### src/mstw_ram.sv
`timescale 1ns / 1ps

// Single-port-write, single-port-read memory with registered read data.
module mstw_ram #(
  parameter int unsigned WIDTH     = 17,
  parameter int unsigned ADDR_BITS = 4
) (
  input  logic                 clk_i,
  input  logic                 we_i,
  input  logic [ADDR_BITS-1:0] waddr_i,
  input  logic [WIDTH-1:0]     wdata_i,
  input  logic [ADDR_BITS-1:0] raddr_i,
  output logic [WIDTH-1:0]     rdata_o
);

  localparam int unsigned DEPTH = 1 << ADDR_BITS;

  logic [WIDTH-1:0] mem_q [DEPTH];
  logic [WIDTH-1:0] rdata_q;

  always_ff @(posedge clk_i) begin
    if (we_i) begin
      mem_q[waddr_i] <= wdata_i;
    end
  end

  always_ff @(posedge clk_i) begin
    rdata_q <= mem_q[raddr_i];
  end

  assign rdata_o = rdata_q;

endmodule

### config.mk
export PLATFORM = sky130hd
export DESIGN_NAME = mstw_ram
export DESIGN_NICKNAME = d
export VERILOG_FILES = /design/src/mstw_ram.sv
export SDC_FILE = /design/constraint.sdc
export NUM_CORES = 1
export LEC_CHECK = 0
export BUFFER_PORTS_ARGS = -buffer_cell sky130_fd_sc_hd__buf_2
export CORE_ASPECT_RATIO = 1.75
export CORE_MARGIN = 4
export CORE_UTILIZATION = 40
export CTS_CLUSTER_SIZE = 25
export DETAILED_ROUTE_END_ITERATION = 10
export GPL_TIMING_DRIVEN = 0
export SLEW_MARGIN = 15
export SYNTH_ARGS = -nofsm -noshare
export SYNTH_HDL_FRONTEND = slang
export SYNTH_SLANG_ARGS = --single-unit
### constraint.sdc
create_clock -name clk_i -period 2.5 [get_ports clk_i]
set_input_delay 0.25 -clock clk_i [delete_from_list [all_inputs] [get_ports clk_i]]
set_output_delay 0.25 -clock clk_i [all_outputs]
set_load 0.01 [all_outputs]
==> summary.txt <==
status: finished, final reports clean
fillers: 2,098
initial antenna violation count: 1
Min-Delay Path Depth: 1
slack of the critical path: 875.5 ps
R2R depth: 3
Diodes inserted: 0
switching power: 1.934 mW
Overflow after GRT: 0
Root Driver: clkbuf_16
Pre-antenna DRT Iters: 4
crit-path leading delay family: simple AND/OR/NAND/NOR gates
LEAKAGE: 3.947 nW
Max Used Layer: met5
switch share: 19.90%
Critical Path Sink Type: flop
post-DR wirelength/cell: 25.88 um
Slowest cell on crit path: nor2_1
number of remaining DRC errors: 0
Clock Power Share: 38.8%
Reg-to-Reg End: rdata_o[8]$_DFF_P_
Setup-failing EPs final: 0
worst slack, placed: 365.1 ps
HP Class: in -> reg
quantity of gates resized following cts: 0
Final Max Tran Viols: 0
vias in the first global route: 5,403
cell area power density: 791.3 nW/um^2
Die Span Y: 223.7 um
first-pass GRT wire length: 34.09 mm
clk slew on worst S/H paths: 70 ps
final design utilization: 47.13%
headroom to the max-slew limit: 35.28%
Hold-fix buffers, CTS: 0
Fmax achieved: 615.6 MHz
sequential element share of the synthesized area: 79.98%
period utilization: 64.98%
drt total wl: 22.69 mm
Clk Latency, worst-skew pair: 520 ps
CP Max Fanout: 10
Critical Path Start Type: primary input
gr usage total: 15.76%
crit-path max cell delay: 730 ps
antenna viol nets, final: 0
Max clock buf depth: 3
Req. time, crit path: 2960 ps
wl on met1: 8.018 mm
Setup Buffers After CTS: 0
Tot Pwr: 9.718 mW
Peak VDD IR: 426.0 uV
# port buffers: 41
met2 wire len: 12.73 mm
Max H-tree Level: 1
Hold Path Sink: mem_q[2][7]$_DFFE_PP_
P_int: 7.784 mW
Via-to-Cell Ratio: 5.517
die area: 29,370 sq um
Reg power frac: 56.0%
Yosys cell types: 20
RSZ-0062 raised after global routing: false
Horiz. Die Dim: 131.3 um
synthesis-stage register bit count: 289
endpoints failing hold: 0
total CTS buffers: 24
IO Pins: 44
Logic pwr share: 5.3%
CTS tree: yes
Vias: 4,838
largest net degree at the start of global routing: 18
global placer's final weighted congestion: 0.7431
Clock Sink Count: 289
Initial Util: 40.82%
HPWL after DPL: 14.49 mm
layout net count: 566
final instance area: 12,280 sq um
max cap viols: 0
Critical Path AT: 2080 ps
most frequent cells in the layout: edfxtp_1 (272), mux4_2 (65), buf_2 (49)
fin crit period: 1624 ps
Cell Area, Placed: 11,490 sq um
kind of critical path: in -> reg
cell row count: 78
crit-path cells: buf_2 -> nor2_1 -> clkbuf_1 -> a22oi_1 -> nand2_1
Syn Area/Cell: 23.23 sq um
Routed met3 length: 1.344 mm
worst hold margin: 99.87 ps
Worst Skew: 7.021 ps
Min-Delay Startpoint: wdata_i[7]
synthesized area: 10,640 sq um
worst path bufs/invs: 2
Core ar.: 26,060 sq um
Syn Inst Count: 458
most common cell after layout, fill and taps aside: edfxtp_1
Slew @ Worst Pin: 970.8 ps
Area growth syn-to-layout: 15.46%
share of cells above drive strength 1: 33.03%
yosys warns: 0
Mapped Nets: 485
1st-iter DRT viols: 441
RR Startpoint: mem_q[11][8]$_DFFE_PP_
Reg2Reg Setup Slack: 1140 ps
==> routing by layer <==
metal / vias to the layer above / track usage, %
li1: 2098 / -
met1: 2563 / 18.35
met2: 141 / 29.73
met3: 34 / 2.225
met4: 2 / 5.527
met5: - / 0
==> state kept, by name (all words and copies together) (netlist names) <==
name	count
mem_q	272
rdata_o	17
==> synthesized netlist by cell type, drive strengths merged <==
cell type	instances	share of area, %
nand2	18	0.64
nor3	4	0.19
nor2	13	0.46
nand3b	2	0.14
or3b	1	0.082
nand3	1	0.047
clkbuf	10	0.36
dfxtp	17	3.2
nand2b	2	0.12
nor2b	2	0.12
buf	13	0.91
a22oi	34	2.4
and2	1	0.059
edfxtp	272	77
mux4	68	15
==> cell families after synthesis <==
| logic type | after synthesis | synth area share (%) |
|---|---|---|
| AND/OR/NAND/NOR | 44 | 1.847 |
| AO/OA/AOI/OAI | 34 | 2.399 |
| multiplexers | 68 | 14.50 |
| buffers and inverters | 23 | 1.270 |
| flip-flops | 289 | 79.98 |
==> cell type report <==
class / count / area, sq um / area share (%)
well taps: 320 / 400.4 / 3.260
repair buffers: 55 / 370.4 / 3.015
clock inverters: 7 / 82.58 / 0.6724
clock buffers: 37 / 710.7 / 5.786
multi-input cells: 146 / 2074 / 16.89
flip-flops and latches: 289 / 8508 / 69.27
plain buffers: 23 / 135.1 / 1.100
==> power by group through the flow <==
stage / combinational (mW) / clock, mW / sequential (mW)
finish: 0.511 / 3.77 / 5.44
floorplan: 0.266 / 0 / 5.56
global route: 0.552 / 4.04 / 5.45
CTS: 0.525 / 3.85 / 5.44
global placement: 0.488 / 0 / 5.54
detailed placement: 0.522 / 0 / 5.55
==> metrics by stage <==
step,TNS [ps],cells
after global routing,0,877
after CTS,0,877
final,0,877
after floorplan,0,458
after global placement,-101230,819
after detailed placement,0,833
==> worst reg2reg max path, delay by kind of cell, from the launching register on <==
family	cells	cell delay, ps
DFF	1	370
muxes	1	470
AOI/OAI and AO/OA	1	290
and+or+nand+nor	1	110
==> worst max path at each step <==
stage	from	end	slack [ps]	cells after the start
final	raddr_i[2]	rdata_o[13]$_DFF_P_	880	5
after global routing	raddr_i[2]	rdata_o[12]$_DFF_P_	850	5
after CTS	raddr_i[2]	rdata_o[13]$_DFF_P_	910	5
after detailed placement	raddr_i[2]	rdata_o[14]$_DFF_P_	370	5
after global placement	waddr_i[2]	mem_q[0][3]$_DFFE_PP_	-1390	3
after floorplan	waddr_i[2]	mem_q[0][0]$_DFFE_PP_	120	2
Note: power is estimated with default switching activity, not from simulation.
